<file path="src/sv/brpc_pkg.sv">
package brpc_pkg;

    // Motion states as they appear on the result channel.
    typedef enum logic [2:0] {
        MOTION_STOP      = 3'd0,
        MOTION_PREP_UP   = 3'd1,
        MOTION_UP        = 3'd2,
        MOTION_PREP_DOWN = 3'd3,
        MOTION_DOWN      = 3'd4
    } t_motion;

    // Operation codes of an input transaction.
    localparam logic [2:0] OP_TICK = 3'd0;
    localparam logic [2:0] OP_DOWN = 3'd1;
    localparam logic [2:0] OP_UP   = 3'd2;
    localparam logic [2:0] OP_SET  = 3'd3;
    localparam logic [2:0] OP_STOP = 3'd4;

    // Register indexes on the configuration port (byte address / 4).
    localparam logic [1:0] REG_INTERLOCK = 2'd0;
    localparam logic [1:0] REG_UP_STEP   = 2'd1;
    localparam logic [1:0] REG_DOWN_STEP = 2'd2;

    // Interlock wiring modes.
    localparam logic [2:0] MODE_PWR_UP   = 3'd0;
    localparam logic [2:0] MODE_PWR_DOWN = 3'd1;
    localparam logic [2:0] MODE_UP_DOWN  = 3'd2;
    localparam logic [2:0] MODE_DOWN_UP  = 3'd3;
    localparam logic [2:0] MODE_UP_PWR   = 3'd4;
    localparam logic [2:0] MODE_DOWN_PWR = 3'd5;

    // Position landmarks.
    localparam logic [30:0] POS_MAX       = 31'd2147483647;
    localparam logic [30:0] POS_PERM_DOWN = 31'd1;
    localparam logic [30:0] POS_SAFE_DOWN = 31'd214748364;
    localparam logic [30:0] POS_FULL_DOWN = 31'd536870911;
    localparam logic [30:0] POS_FULL_UP   = 31'd1610612735;
    localparam logic [30:0] POS_SAFE_UP   = 31'd1932735282;

    localparam logic [9:0]  DWELL_MAX      = 10'd1023;
    localparam logic [19:0] STEP_RESET     = 20'd35791;

endpackage

</file>
<file path="src/sv/blind_relay_position_controller_unit.sv">
// Blind relay position controller.
// Input channel (i_in_valid / o_in_ready) carries one transaction per command
// or millisecond tick: op, forced, target and elapsed_ms. Every input
// transaction yields exactly one result transaction on the output channel
// (o_out_valid / i_out_ready): both relay levels, the motion state and the
// estimated position after that item.
// An item is captured in an input register, updated against the controller
// state combinationally with one 10x20 multiplier, and placed in the result
// register, which drives o_out_valid; a stalled result register holds the item
// in the input register until the receiver takes the result. One item
// per cycle is accepted while the receiver keeps taking results.
// When the receiver stalls, the result register holds its transaction and the
// input register holds the next one; o_in_ready drops only when both are full.
// Synchronous active-low reset empties both registers, stops the motor with
// both relays inactive and sets goal and estimate to full up.
// Configuration is an APB-style port: interlock_mode at 0x0, up_step at 0x4,
// down_step at 0x8; pready is always high and writes land in the access cycle.
module blind_relay_position_controller_unit
    import brpc_pkg::*;
#(
    parameter int STOP_DWELL_MS    = 500,
    parameter int PREPARE_DWELL_MS = 200
) (
    input  logic        i_clk,
    input  logic        i_rst_n,
    // Configuration port
    input  logic        psel,
    input  logic        penable,
    input  logic        pwrite,
    input  logic [3:0]  paddr,
    input  logic [31:0] pwdata,
    output logic [31:0] prdata,
    output logic        pready,
    // Input channel
    input  logic        i_in_valid,
    output logic        o_in_ready,
    input  logic [2:0]  i_op,
    input  logic        i_forced,
    input  logic [14:0] i_target,
    input  logic [9:0]  i_elapsed_ms,
    // Output channel
    output logic        o_out_valid,
    input  logic        i_out_ready,
    output logic        o_relay_a,
    output logic        o_relay_b,
    output logic [2:0]  o_motion_state,
    output logic [30:0] o_position
);

    localparam logic [9:0] STOP_DWELL = 10'(STOP_DWELL_MS);
    localparam logic [9:0] PREP_DWELL = 10'(PREPARE_DWELL_MS);

    // Configuration registers
    logic [2:0]  r_mode;
    logic [19:0] r_up_step;
    logic [19:0] r_down_step;

    // Controller state
    t_motion     r_motion, n_motion;
    logic [30:0] r_goal, n_goal;
    logic [30:0] r_estimate, n_estimate;
    logic [9:0]  r_dwell, n_dwell;
    logic [1:0]  r_relays, n_relays;

    // Input register
    logic        r_s1_vld;
    logic [2:0]  r_s1_op;
    logic        r_s1_forced;
    logic [14:0] r_s1_target;
    logic [9:0]  r_s1_elapsed;

    // Result register
    logic        r_out_vld;
    logic        r_out_relay_a;
    logic        r_out_relay_b;
    t_motion     r_out_motion;
    logic [30:0] r_out_position;

    logic advance;
    logic cfg_write;

    assign advance    = r_s1_vld && (!r_out_vld || i_out_ready);
    assign o_in_ready = !r_s1_vld || advance;
    assign cfg_write  = psel && penable && pwrite && pready;
    assign pready     = 1'b1;

    // Register write and readback.
    always_ff @(posedge i_clk) begin
        if (!i_rst_n) begin
            r_mode      <= MODE_PWR_UP;
            r_up_step   <= STEP_RESET;
            r_down_step <= STEP_RESET;
        end else if (cfg_write) begin
            unique case (paddr[3:2])
                REG_INTERLOCK: r_mode      <= pwdata[2:0];
                REG_UP_STEP:   r_up_step   <= pwdata[19:0];
                REG_DOWN_STEP: r_down_step <= pwdata[19:0];
                default: ;
            endcase
        end
    end

    always_comb begin
        unique case (paddr[3:2])
            REG_INTERLOCK: prdata = {29'd0, r_mode};
            REG_UP_STEP:   prdata = {12'd0, r_up_step};
            REG_DOWN_STEP: prdata = {12'd0, r_down_step};
            default:       prdata = 32'd0;
        endcase
    end

    // Position integration: one multiplier shared by both directions.
    logic [19:0]        step_sel;
    logic [29:0]        travel;
    logic [31:0]        est_add;
    logic [31:0]        est_sub;
    logic [30:0]        est_moved;
    logic signed [31:0] goal_diff;
    logic signed [31:0] up_thr;
    logic signed [31:0] down_thr;
    logic               want_up;
    logic               want_down;
    logic [10:0]        dwell_sum;
    logic [9:0]         dwell_acc;
    logic               is_tick;

    assign is_tick  = (r_s1_op == OP_TICK);
    assign step_sel = (r_motion == MOTION_UP) ? r_up_step : r_down_step;
    assign travel   = r_s1_elapsed * step_sel;
    assign est_add  = {1'b0, r_estimate} + {2'b00, travel};
    assign est_sub  = {1'b0, r_estimate} - {2'b00, travel};

    always_comb begin
        case (r_motion)
            MOTION_UP:   est_moved = est_add[31] ? POS_MAX : est_add[30:0];
            MOTION_DOWN: est_moved = est_sub[31] ? 31'd0 : est_sub[30:0];
            default:     est_moved = r_estimate;
        endcase
    end

    // Direction decisions use the estimate after this tick's travel.
    assign goal_diff = $signed({1'b0, r_goal}) - $signed({1'b0, est_moved});
    assign up_thr    = $signed({2'b00, r_up_step, 10'd0});
    assign down_thr  = -$signed({2'b00, r_down_step, 10'd0});
    assign want_up   = goal_diff > up_thr;
    assign want_down = goal_diff < down_thr;

    assign dwell_sum = {1'b0, r_dwell} + {1'b0, r_s1_elapsed};
    assign dwell_acc = dwell_sum[10] ? DWELL_MAX : dwell_sum[9:0];

    // Next motion state, evaluated on ticks only.
    always_comb begin
        n_motion = r_motion;
        if (is_tick) begin
            if (r_goal == 31'd0) begin
                n_motion = MOTION_STOP;
            end else if (r_motion == MOTION_STOP && dwell_acc >= STOP_DWELL) begin
                if (want_up) begin
                    n_motion = MOTION_PREP_UP;
                end else if (want_down) begin
                    n_motion = MOTION_PREP_DOWN;
                end else begin
                    n_motion = MOTION_STOP;
                end
            end else if (r_motion == MOTION_PREP_DOWN && dwell_acc >= PREP_DWELL) begin
                n_motion = want_down ? MOTION_DOWN : MOTION_STOP;
            end else if (r_motion == MOTION_PREP_UP && dwell_acc >= PREP_DWELL) begin
                n_motion = want_up ? MOTION_UP : MOTION_STOP;
            end else if (r_motion == MOTION_UP && est_moved >= r_goal) begin
                n_motion = MOTION_STOP;
            end else if (r_motion == MOTION_DOWN && est_moved <= r_goal) begin
                n_motion = MOTION_STOP;
            end
        end
    end

    // A state is entered when a tick rule fires; a stop that repeats counts too.
    logic entered;

    always_comb begin
        entered = 1'b0;
        if (is_tick) begin
            if (r_goal == 31'd0) begin
                entered = 1'b1;
            end else if (r_motion == MOTION_STOP) begin
                entered = (dwell_acc >= STOP_DWELL);
            end else if (r_motion == MOTION_PREP_DOWN || r_motion == MOTION_PREP_UP) begin
                entered = (dwell_acc >= PREP_DWELL);
            end else if (r_motion == MOTION_UP) begin
                entered = (est_moved >= r_goal);
            end else if (r_motion == MOTION_DOWN) begin
                entered = (est_moved <= r_goal);
            end
        end
    end

    // Relay drive, dwell timer and estimate that follow the state entered.
    always_comb begin
        n_relays   = r_relays;
        n_dwell    = r_dwell;
        n_estimate = r_estimate;
        if (is_tick) begin
            n_estimate = est_moved;
            n_dwell    = entered ? 10'd0 : dwell_acc;
            if (entered) begin
                unique case (n_motion)
                    MOTION_STOP: begin
                        n_relays = 2'b00;
                        if (est_moved > POS_FULL_UP) begin
                            n_estimate = POS_FULL_UP;
                        end else if (est_moved < POS_FULL_DOWN) begin
                            n_estimate = POS_FULL_DOWN;
                        end
                    end
                    MOTION_PREP_UP: begin
                        if (r_mode == MODE_PWR_UP) begin
                            n_relays[1] = 1'b1;
                        end else if (r_mode == MODE_UP_PWR) begin
                            n_relays[0] = 1'b1;
                        end
                    end
                    MOTION_UP: begin
                        if (r_mode <= MODE_UP_DOWN) begin
                            n_relays[0] = 1'b1;
                        end else if (r_mode <= MODE_DOWN_PWR) begin
                            n_relays[1] = 1'b1;
                        end
                    end
                    MOTION_PREP_DOWN: begin
                        if (r_mode == MODE_PWR_DOWN) begin
                            n_relays[1] = 1'b1;
                        end else if (r_mode == MODE_DOWN_PWR) begin
                            n_relays[0] = 1'b1;
                        end
                    end
                    MOTION_DOWN: begin
                        if (r_mode == MODE_PWR_UP || r_mode == MODE_PWR_DOWN
                            || r_mode == MODE_DOWN_UP) begin
                            n_relays[0] = 1'b1;
                        end else if (r_mode == MODE_UP_DOWN || r_mode == MODE_UP_PWR
                                     || r_mode == MODE_DOWN_PWR) begin
                            n_relays[1] = 1'b1;
                        end
                    end
                    default: ;
                endcase
            end
        end
    end

    // Goal updates from commands.
    always_comb begin
        n_goal = r_goal;
        case (r_s1_op)
            OP_DOWN: begin
                if (r_s1_forced) begin
                    n_goal = POS_PERM_DOWN;
                end else begin
                    n_goal = (r_goal == 31'd0) ? POS_SAFE_DOWN : 31'd0;
                end
            end
            OP_UP: begin
                if (r_s1_forced) begin
                    n_goal = POS_MAX;
                end else begin
                    n_goal = (r_goal == 31'd0) ? POS_SAFE_UP : 31'd0;
                end
            end
            OP_SET:  n_goal = {r_s1_target, 16'd0};
            OP_STOP: n_goal = 31'd0;
            default: ;
        endcase
    end

    // Controller state advances with each transaction leaving the input register.
    always_ff @(posedge i_clk) begin
        if (!i_rst_n) begin
            r_motion   <= MOTION_STOP;
            r_goal     <= POS_FULL_UP;
            r_estimate <= POS_FULL_UP;
            r_dwell    <= 10'd0;
            r_relays   <= 2'b00;
        end else if (advance) begin
            r_motion   <= n_motion;
            r_goal     <= n_goal;
            r_estimate <= n_estimate;
            r_dwell    <= n_dwell;
            r_relays   <= n_relays;
        end
    end

    // Input register.
    always_ff @(posedge i_clk) begin
        if (!i_rst_n) begin
            r_s1_vld <= 1'b0;
        end else if (o_in_ready) begin
            r_s1_vld <= i_in_valid;
        end
    end

    always_ff @(posedge i_clk) begin
        if (i_in_valid && o_in_ready) begin
            r_s1_op      <= i_op;
            r_s1_forced  <= i_forced;
            r_s1_target  <= i_target;
            r_s1_elapsed <= i_elapsed_ms;
        end
    end

    // Result register.
    always_ff @(posedge i_clk) begin
        if (!i_rst_n) begin
            r_out_vld <= 1'b0;
        end else if (advance) begin
            r_out_vld <= 1'b1;
        end else if (i_out_ready) begin
            r_out_vld <= 1'b0;
        end
    end

    always_ff @(posedge i_clk) begin
        if (advance) begin
            r_out_relay_a  <= n_relays[0];
            r_out_relay_b  <= n_relays[1];
            r_out_motion   <= n_motion;
            r_out_position <= n_estimate;
        end
    end

    assign o_out_valid    = r_out_vld;
    assign o_relay_a      = r_out_relay_a;
    assign o_relay_b      = r_out_relay_b;
    assign o_motion_state = r_out_motion;
    assign o_position     = r_out_position;

endmodule

</file>
<file path="config.mk">
export PLATFORM = sky130hd
export DESIGN_NAME = blind_relay_position_controller_unit
export DESIGN_NICKNAME = d
export VERILOG_FILES = /design/src/sv/brpc_pkg.sv /design/src/sv/blind_relay_position_controller_unit.sv
export SDC_FILE = /design/constraint.sdc
export NUM_CORES = 1
export LEC_CHECK = 0
export BUFFER_PORTS_ARGS = -buffer_cell sky130_fd_sc_hd__buf_2
export CAP_MARGIN = 10
export CORE_UTILIZATION = 50
export DETAILED_ROUTE_END_ITERATION = 10
export PLACE_DENSITY = 0.68
export SKIP_CTS_REPAIR_TIMING = 1
export SKIP_LAST_GASP = 1
export SLEW_MARGIN = 20
export SYNTH_ARGS = -nofsm -noshare
export SYNTH_HDL_FRONTEND = slang
export SYNTH_SLANG_ARGS = --single-unit
</file>
<file path="constraint.sdc">
create_clock -name i_clk -period 49.2 [get_ports i_clk]
set_input_delay 2.46 -clock i_clk [delete_from_list [all_inputs] [get_ports i_clk]]
set_output_delay 2.46 -clock i_clk [all_outputs]
set_load 0.005 [all_outputs]
</file>
==> summary.txt, run 1 <==
largest family of logic cells by synthesized area: adder cells
share of the synthesized area in the top cell type: 14.0%
pre-CTS setup slack: 30650 ps
hold crit path type: flop to flop
syn_area_per_cell: 8.03 sq um
final cycle utilization of the critical path: 38.1%
post-synth top area cell: fa_1
synthesis-to-finish area growth: 7.53%
Initial DRT Pass Iterations: 6
clock transition at the registers of the reported paths: 70 ps
Worst Skew: 11.8 ps
worst setup margin: 30480 ps
fmax: 53.4 MHz
Slew HR: 13.6%
via count: 19200
Vias/cell: 6.00
die area: 42600 sq um
clock power share: 7.6%
min Tclk post-route: 18720 ps
unrepaired setup endpoints after global routing: false
Mapped Cells: 2603
Synth Area in Simple Gates: 19.7%
Comb pwr share: 83.7%
Post-Synth Adder-Cell Area: 26.7%
mux cell area share after synthesis: 0.581%
Die W: 206 microns
final-stage net count: 3079
Primary FF master, synth: dfxtp_1
Placeable Area: 41000 sq um
peak fanout along the critical path: 62
Total GRT Usage: 31.0%
Hold Fails Final Rpt: 0
Sw Pwr: 995 uW
clk sinks: 174
critical path data arrival time: 18980 ps
Root Driver: clkbuf_16
slowest CP cell: o21ai_1
wire length per cell: 20.0 microns
Switching Share: 55.0%
PD cells: 80.5 nW/um^2
Post-Layout Cell Count: 3196
first-pass GRT wire length: 102000 microns
main area contributors after synthesis: fa_1, ha_1, dfxtp_1
type of the worst setup path: flop to flop
Crit path largest cell delay: 970 ps
Fin Hold WS: 461 ps
crit end category: flop
most frequent cell after synthesis: nand2_1
total gr overflow: 0
Yosys warnings: 0
Final Instance Area: 22500 sq um
Pwr Total: 1.81 mW
chip height: 206 microns
EDFF count, synth: 65
worst-margin pin slew: 1280 ps
critical path's most frequent cell: a21oi_1
Inst Count DP: 3164
DRT iter0 DRCs: 1578
final setup fails: 0
Final HPWL DP: 50400 microns
max-slew violations: 0
status: finished, final reports clean
Setup crit start kind: flop
Cell Int Power: 815 uW
vias in the first global route: 18900
DRC viols: 0
compound-cell area share of the yosys netlist: 20.9%
Inserted Diodes: 0
RePlAce Congestion: 0.965
total CTS buffers: 17
Ports: 143
port bufs: 115
fin util: 54.8%
initial antenna violation count: 0
top cells by count, synth: nand2_1, inv_1, ha_1
Required @ worst endpoint: 49460 ps
starting density of the core: 50.9%
DRT antenna net count: 0
H-tree lvl count: 4
layout cell share with drive strength beyond 1: 8.71%
Setup TNS: 0 ps
asr flop ratio synth: 0%
clk_lat worst skew: 470 ps
Max-Cap Viols: 0
Yosys reg bits: 174
Seq/Total Area, Yosys: 19.8%
Leak: 10.3 nW
Post-Synth XOR/XNOR Area: 4.59%
Synth cell types: 94
Post-Synthesis Cell Area: 20900 sq um
sequential power share: 8.8%
total wire length: 63900 microns
Placed Instance Area: 21900 sq um
CTS tree: yes
largest net degree at the start of global routing: 63
# rows: 74
VDD IR max: 0.124 mV
Longest Clk Path Bufs: 2
## routing by layer
| layer | track usage, % | part of all wire, % | vias to the layer above |
|---|---|---|---|
| met5 | 0 | 0 | - |
| met1 | 39.8 | 42 | 9335 |
| met2 | 51.5 | 48 | 653 |
| li1 | - | - | 9055 |
| met4 | 14.9 | 4.7 | 0 |
| met3 | 3.89 | 5.6 | 133 |
## worst max-delay path: cells and delay by family (launching register included)
kind            cells  cell delay [ps]
xor+xnor            2              520
simple gates       16             3500
compound gates     30             8190
fa+ha+maj           9             4120
flops               1              470
buf+inv             9             1630
## power by group through the flow
stage | clock, mW | combinational (mW) | sequential, mW
after CTS | 0.140 | 1.50 | 0.158
after global routing | 0.145 | 1.70 | 0.159
final | 0.137 | 1.51 | 0.158
after global placement | 0 | 1.47 | 0.161
after floorplan | 0 | 1.17 | 0.158
after detailed placement | 0 | 1.49 | 0.161
## registers in the layout (all words and copies together) (netlist names), 2 cells and up
register	flops
o_motion_state	3
o_position	31
r_down_step	20
r_dwell	10
r_estimate	31
r_goal	18
r_mode	3
r_motion	3
r_relays	2
r_s1_elapsed	10
r_s1_op	3
r_s1_target	15
r_up_step	20
## worst paths after layout
check | from | to | depth (start not counted) | slack, ps
worst min register to register | r_dwell[2] | r_dwell[2] | 2 | 460
worst min-delay path | r_dwell[2] | r_dwell[2] | 2 | 460
worst max register to register | r_motion[1] | o_position[27] | 66 | 30480
worst max-delay path | r_motion[1] | o_position[27] | 66 | 30480
## cells by family (layout without fill, tap and decap cells)
| group | after synthesis | after routing |
|---|---|---|
| buffers and inverters | 413 | 463 |
| adder cells (fa/ha/maj) | 358 | 358 |
| other | 2 | 13 |
| multiplexers | 12 | 12 |
| AND/OR/NAND/NOR | 867 | 867 |
| XOR/XNOR | 108 | 108 |
| flip-flops | 174 | 174 |
| AO/OA/AOI/OAI | 669 | 669 |
## placed cells by master (no fill, tap or decap), drive strengths merged, types with 7 or more instances in the layout
cell	count
a22o	17
or2	10
xnor2	65
nor2	161
nor4	15
inv	288
edfxtp	65
a211o	7
a2111oi	10
buf	151
a221oi	14
nor3	50
o21bai	18
nand2	336
o211ai	39
fa	146
xor2	42
dfxtp	109
o21ai	141
a21oi	218
a31oi	41
a21o	44
o31ai	9
o21a	11
and2	100
nand4	21
and3	13
conb	13
nor2b	33
clkbuf	18
a211oi	12
o2111ai	8
or3	21
a21boi	13
mux2i	11
nand2b	27
nand3	54
ha	210
## layout make-up
cell class                      count  area, sq um
Sequential cell                   174         4130
Multi-Input combinational cell   2027        15200
Fill cell                        3912        18500
Timing Repair Buffer              151          846
Clock buffer                       18          429
Clock inverter                     14          148
Inverter                          280         1050
Tap cell                          532          666
Power figures use the tool's default switching activity.
==> inputs of run 2 (changes only) <==
--- a/config.mk
+++ b/config.mk
@@ -5,11 +5,12 @@
 export SDC_FILE = /design/constraint.sdc
 export NUM_CORES = 1
 export LEC_CHECK = 0
+export ABC_AREA = 1
 export BUFFER_PORTS_ARGS = -buffer_cell sky130_fd_sc_hd__buf_2
 export CAP_MARGIN = 10
 export CORE_UTILIZATION = 50
 export DETAILED_ROUTE_END_ITERATION = 10
-export PLACE_DENSITY = 0.68
+export PLACE_DENSITY = 0.71
 export SKIP_CTS_REPAIR_TIMING = 1
 export SKIP_LAST_GASP = 1
 export SLEW_MARGIN = 20
==> constraint.sdc (replaced) <==
create_clock -name i_clk -period 16.7 [get_ports i_clk]
set_input_delay 0.835 -clock i_clk [delete_from_list [all_inputs] [get_ports i_clk]]
set_output_delay 0.835 -clock i_clk [all_outputs]
set_load 0.005 [all_outputs]
==> summary.txt, run 2 <==
status: finished, final reports clean (unchanged)
syn_area_per_cell: 7.20 sq um (was 8.03 sq um)
final-stage net count: 3473 (was 3079)
total CTS buffers: 17 (unchanged)
Post-Synth Adder-Cell Area: 26.3% (was 26.7%)
Root Driver: clkbuf_16 (unchanged)
Required @ worst endpoint: 16930 ps (was 49460 ps)
fill cell count: 4009 (was 3912)
Max-Cap Viols: 0 (unchanged)
critical path's most frequent cell: nand2_1 (was a21oi_1)
worst-margin pin slew: 1130 ps (was 1280 ps)
fin util: 55.9% (was 54.8%)
Vias/cell: 5.63 (was 6.00)
RePlAce Congestion: 0.984 (was 0.965)
Setup TNS: 0 ps (unchanged)
main area contributors after synthesis: fa_1, ha_1, dfxtp_1 (unchanged)
starting density of the core: 51.2% (was 50.9%)
layout cell share with drive strength beyond 1: 11.0% (was 8.71%)
vias in the first global route: 19700 (was 18900)
pre-CTS setup slack: 1900 ps (was 30650 ps)
hold crit path type: flop to flop (unchanged)
die area: 43100 sq um (was 42600 sq um)
worst setup margin: 1720 ps (was 30480 ps)
Primary FF master, synth: dfxtp_1 (unchanged)
unrepaired setup endpoints after global routing: false (unchanged)
commonest cells after routing, fill and taps aside: nand2_1, inv_1, nor2_1 (was nand2_1, inv_1, ha_1)
min Tclk post-route: 14980 ps (was 18720 ps)
clock transition at the registers of the reported paths: 80 ps (was 70 ps)
total gr overflow: 0 (unchanged)
# rows: 74 (unchanged)
Yosys warnings: 0 (unchanged)
Slew HR: 24.7% (was 13.6%)
Sequential Area: 4130 sq um (unchanged)
wire length per cell: 18.6 microns (was 20.0 microns)
port bufs: 115 (unchanged)
first-pass GRT wire length: 104000 microns (was 102000 microns)
Mapped Cells: 2935 (was 2603)
Longest Clk Path Bufs: 2 (unchanged)
Initial DRT Pass Iterations: 5 (was 6)
footprint of the multi-input gates: 14700 sq um (was 15200 sq um)
peak fanout along the critical path: 27 (was 62)
critical path data arrival time: 15200 ps (was 18980 ps)
Worst Skew: 25.1 ps (was 11.8 ps)
initial antenna violation count: 0 (unchanged)
crit end category: flop (unchanged)
DRC viols: 0 (unchanged)
clk_lat worst skew: 480 ps (was 470 ps)
share of the synthesized area in the top cell type: 13.8% (was 14.0%)
fmax: 66.8 MHz (was 53.4 MHz)
crit path to: o_position[6] (was o_position[27])
H-tree lvl count: 4 (unchanged)
compound-cell area share of the yosys netlist: 15.1% (was 20.9%)
Final HPWL DP: 53600 microns (was 50400 microns)
DRT iter0 DRCs: 1552 (was 1578)
Setup crit start kind: flop (unchanged)
Inserted Diodes: 0 (unchanged)
worst setup path start: r_motion[1] (unchanged)
synthesis-to-finish area growth: 9.20% (was 7.53%)
top cells by count, synth: nand2_1, inv_1, nor2_1 (was nand2_1, inv_1, ha_1)
CTS tree: yes (unchanged)
largest net degree at the start of global routing: 66 (was 63)
total wire length: 66800 microns (was 63900 microns)
setup slack, reg-to-reg: 1720 ps (was 30480 ps)
Die W: 208 microns (was 206 microns)
via count: 20200 (was 19200)
commonest non-fill, non-tap cell in the layout: nand2_1 (unchanged)
EDFF count, synth: 65 (unchanged)
type of the worst setup path: flop to flop (unchanged)
clk sinks: 174 (unchanged)
Post-Synth XOR/XNOR Area: 4.14% (was 4.59%)
Seq/Total Area, Yosys: 19.6% (was 19.8%)
post-synth top area cell: fa_1 (unchanged)
most frequent cell after synthesis: nand2_1 (unchanged)
final setup fails: 0 (unchanged)
asr flop ratio synth: 0% (unchanged)
max-slew violations: 0 (unchanged)
mux cell area share after synthesis: 0% (was 0.581%)
Synth Area in Simple Gates: 23.5% (was 19.7%)
Post-Synthesis Cell Area: 21100 sq um (was 20900 sq um)
Placeable Area: 41300 sq um (was 41000 sq um)
Hold Fails Final Rpt: 0 (unchanged)
chip height: 208 microns (was 206 microns)
FF-to-FF path depth: 79 (was 66)
Synth cell types: 64 (was 94)
largest family of logic cells by synthesized area: adder cells (unchanged)
final cycle utilization of the critical path: 89.7% (was 38.1%)
slowest CP cell: fa_1 (was o21ai_1)
Yosys reg bits: 174 (unchanged)
DRT antenna net count: 0 (unchanged)
r2r endpoint: o_position[6] (was o_position[27])
Critical R2R Launch: r_motion[1] (unchanged)
Ports: 143 (unchanged)
Total GRT Usage: 31.2% (was 31.0%)
Crit path largest cell delay: 560 ps (was 970 ps)
run 2: cell type report:
type	instances	area share (%)
Sequential cell	174	17.9
Clock buffer	18	1.95
Tap cell	532	2.88
Inverter	492	8.00
Timing Repair Buffer	190	5.04
Multi-Input combinational cell	2170	63.5
Clock inverter	14	0.716
run 2: worst min path at each step:
stage | end | start | slack [ps] | cells after the start
global route | r_dwell[7] | r_dwell[7] | 490 | 2
floorplan | r_goal[0] | r_goal[0] | 440 | 2
CTS | r_dwell[9] | r_dwell[9] | 470 | 2
finish | r_dwell[9] | r_dwell[9] | 470 | 2
global placement | r_dwell[0] | r_dwell[0] | 460 | 2
detailed placement | r_dwell[4] | r_dwell[4] | 460 | 2
run 2: routing by layer:
layer	part of all wire [%]	up-vias	GRT usage [%]
li1	-	9706	-
met1	41	9495	39.4
met4	5.2	0	16.6
met3	7.7	178	5.14
met2	46	820	51.1
met5	0	-	0
run 2: kinds of logic (layout without fill, tap and decap cells):
kind of cell,after synthesis,in the layout
other,2,13
and+or+nand+nor,1136,1136
buffers and inverters,602,714
adders and majority gates,356,356
AOI/OAI and AO/OA,565,565
xor gates and xnor gates,100,100
DFF,174,174
run 2: per-stage QoR:
stage	cells	area (sq um)	hold slack, ps
2_1_floorplan	2946	21200	443
3_3_place_gp	3558	22500	458
3_5_place_dp	3558	22500	464
4_1_cts	3590	23100	474
5_1_grt	3590	23100	495
6_report	3590	23100	474
run 2: critical path: cells and delay by family, from the launching register on:
| kind | cells | cell delay (ps) |
|---|---|---|
| simple gates | 31 | 3730 |
| buf+inv | 10 | 1470 |
| compound gates | 27 | 4810 |
| flops | 1 | 470 |
| fa+ha+maj | 9 | 3610 |
| xor+xnor | 2 | 600 |
Power of run 2 is left out: the tool's default activity adds up to more than one toggle a clock period on the data nets, which glitch-free logic cannot reach.
==> inputs of run 3 (changes only) <==
--- a/config.mk
+++ b/config.mk
@@ -8,9 +8,9 @@
 export ABC_AREA = 1
 export BUFFER_PORTS_ARGS = -buffer_cell sky130_fd_sc_hd__buf_2
 export CAP_MARGIN = 10
-export CORE_UTILIZATION = 50
+export CORE_UTILIZATION = 55
 export DETAILED_ROUTE_END_ITERATION = 10
-export PLACE_DENSITY = 0.71
+export PLACE_DENSITY = 0.76
 export SKIP_CTS_REPAIR_TIMING = 1
 export SKIP_LAST_GASP = 1
 export SLEW_MARGIN = 20
==> summary.txt, run 3 (synthesis results as in run 2) <==
Longest Clk Path Bufs: 2 (unchanged)
Slew HR: 38.6% (was 24.7%)
# rows: 71 (was 74)
DRC viols: 1 (was 0)
fill cell count: 3456 (was 4009)
min Tclk post-route: 14920 ps (was 14980 ps)
port bufs: 115 (unchanged)
total CTS buffers: 17 (unchanged)
layout cell share with drive strength beyond 1: 11.1% (was 11.0%)
largest net degree at the start of global routing: 64 (was 66)
peak fanout along the critical path: 42 (was 27)
critical path data arrival time: 15150 ps (was 15200 ps)
Max-Cap Viols: 0 (unchanged)
Die W: 198 microns (was 208 microns)
Required @ worst endpoint: 16930 ps (about the same)
via count: 20600 (was 20200)
Critical R2R Launch: r_motion[1] (unchanged)
initial antenna violation count: 1 (was 0)
Setup TNS: 0 ps (unchanged)
Vias/cell: 5.77 (was 5.63)
Inserted Diodes: 0 (unchanged)
H-tree lvl count: 4 (unchanged)
status: complete, but fails checks (was finished, final reports clean)
Initial DRT Pass Iterations: 9 (was 5)
slowest CP cell: fa_1 (unchanged)
type of the worst setup path: flop to flop (unchanged)
die area: 39200 sq um (was 43100 sq um)
setup slack, reg-to-reg: 1780 ps (was 1720 ps)
vias in the first global route: 19800 (was 19700)
DRT iter0 DRCs: 1634 (was 1552)
total wire length: 66500 microns (was 66800 microns)
Ports: 143 (unchanged)
unrepaired setup endpoints after global routing: false (unchanged)
synthesis-to-finish area growth: 9.23% (was 9.20%)
commonest non-fill, non-tap cell in the layout: nand2_1 (unchanged)
Setup crit start kind: flop (unchanged)
RePlAce Congestion: 1.00 (was 0.984)
first-pass GRT wire length: 104000 microns (about the same)
Worst Skew: 18.5 ps (was 25.1 ps)
failing checks: DRC
Placeable Area: 37800 sq um (was 41300 sq um)
critical path's most frequent cell: nand2_1 (unchanged)
Sequential Area: 4130 sq um (unchanged)
DRT antenna net count: 0 (unchanged)
final setup fails: 0 (unchanged)
Hold Fails Final Rpt: 0 (unchanged)
clk sinks: 174 (unchanged)
Crit path largest cell delay: 560 ps (about the same)
final cycle utilization of the critical path: 89.4% (was 89.7%)
total gr overflow: 0 (unchanged)
r2r endpoint: o_position[2] (was o_position[6])
Total GRT Usage: 34.4% (was 31.2%)
Root Driver: clkbuf_16 (unchanged)
crit end category: flop (unchanged)
starting density of the core: 56.0% (was 51.2%)
worst-margin pin slew: 919 ps (was 1130 ps)
footprint of the multi-input gates: 14700 sq um (unchanged)
commonest cells after routing, fill and taps aside: nand2_1, inv_1, nor2_1 (unchanged)
wire length per cell: 18.6 microns (about the same)
crit path to: o_position[2] (was o_position[6])
final-stage net count: 3477 (was 3473)
CTS tree: yes (unchanged)
hold crit path type: flop to flop (unchanged)
clock transition at the registers of the reported paths: 80 ps (about the same)
worst setup path start: r_motion[1] (unchanged)
FF-to-FF path depth: 89 (was 79)
Final HPWL DP: 52500 microns (was 53600 microns)
fmax: 67.0 MHz (was 66.8 MHz)
chip height: 198 microns (was 208 microns)
max-slew violations: 0 (unchanged)
clk_lat worst skew: 480 ps (about the same)
[run 3: cell types whose count changed in the layout (fill, tap and decap cells not counted)]
cell       previous run  this run
buf_12                2         3
buf_4                73        76
clkbuf_16            18        17
clkinv_2              0         1
clkinv_8              2         4
inv_8                 5         3
[run 3: how the worst min path moves through the flow]
stage	start	end	slack (ps)	cells after the start
floorplan	r_goal[0]	r_goal[0]	440	2
global placement	r_dwell[0]	r_dwell[0]	460	2
detailed placement	r_dwell[0]	r_dwell[0]	460	2
CTS	r_dwell[0]	r_dwell[0]	480	2
global route	r_dwell[9]	r_dwell[9]	490	2
finish	r_dwell[0]	r_dwell[0]	480	2
[run 3: worst max-delay path, delay by kind of cell, from the launching register on]
| family | cells | cell delay (ps) |
|---|---|---|
| and+or+nand+nor | 46 | 5270 |
| adders and majority gates | 9 | 3420 |
| AOI/OAI and AO/OA | 17 | 2940 |
| buffers and inverters | 15 | 2070 |
| DFF | 1 | 470 |
| xor gates and xnor gates | 2 | 460 |
[run 3: stage by stage]
step	area (sq um)	setup WS [ps]	std cells	hold slack [ps]	util, %
CTS	23100	2020	3573	476	61.1
detailed placement	22500	2070	3541	464	59.5
global route	23100	489	3573	493	61.1
floorplan	21200	4390	2946	443	-
global placement	22500	2350	3541	458	59.5
finish	23100	1780	3573	476	61.1
[run 3: final cells by class]
class                   instances  share of cell area (%)
repair buffers                194                    5.23
clock buffers                  17                    1.84
multi-input cells            2170                    63.5
inverters                     492                    8.00
well taps                     511                    2.77
flip-flops and latches        174                    17.9
clock inverters                15                   0.781
[run 3: per-layer routing]
metal / GRT usage (%) / vias up / wire length, microns
li1: - / 9737 / -
met1: 44.4 / 9729 / 27200
met2: 56.5 / 978 / 30800
met3: 5.18 / 184 / 5560
met4: 16.3 / 2 / 3030
met5: 0 / - / 13
Power of run 3 is left out for the same reason.
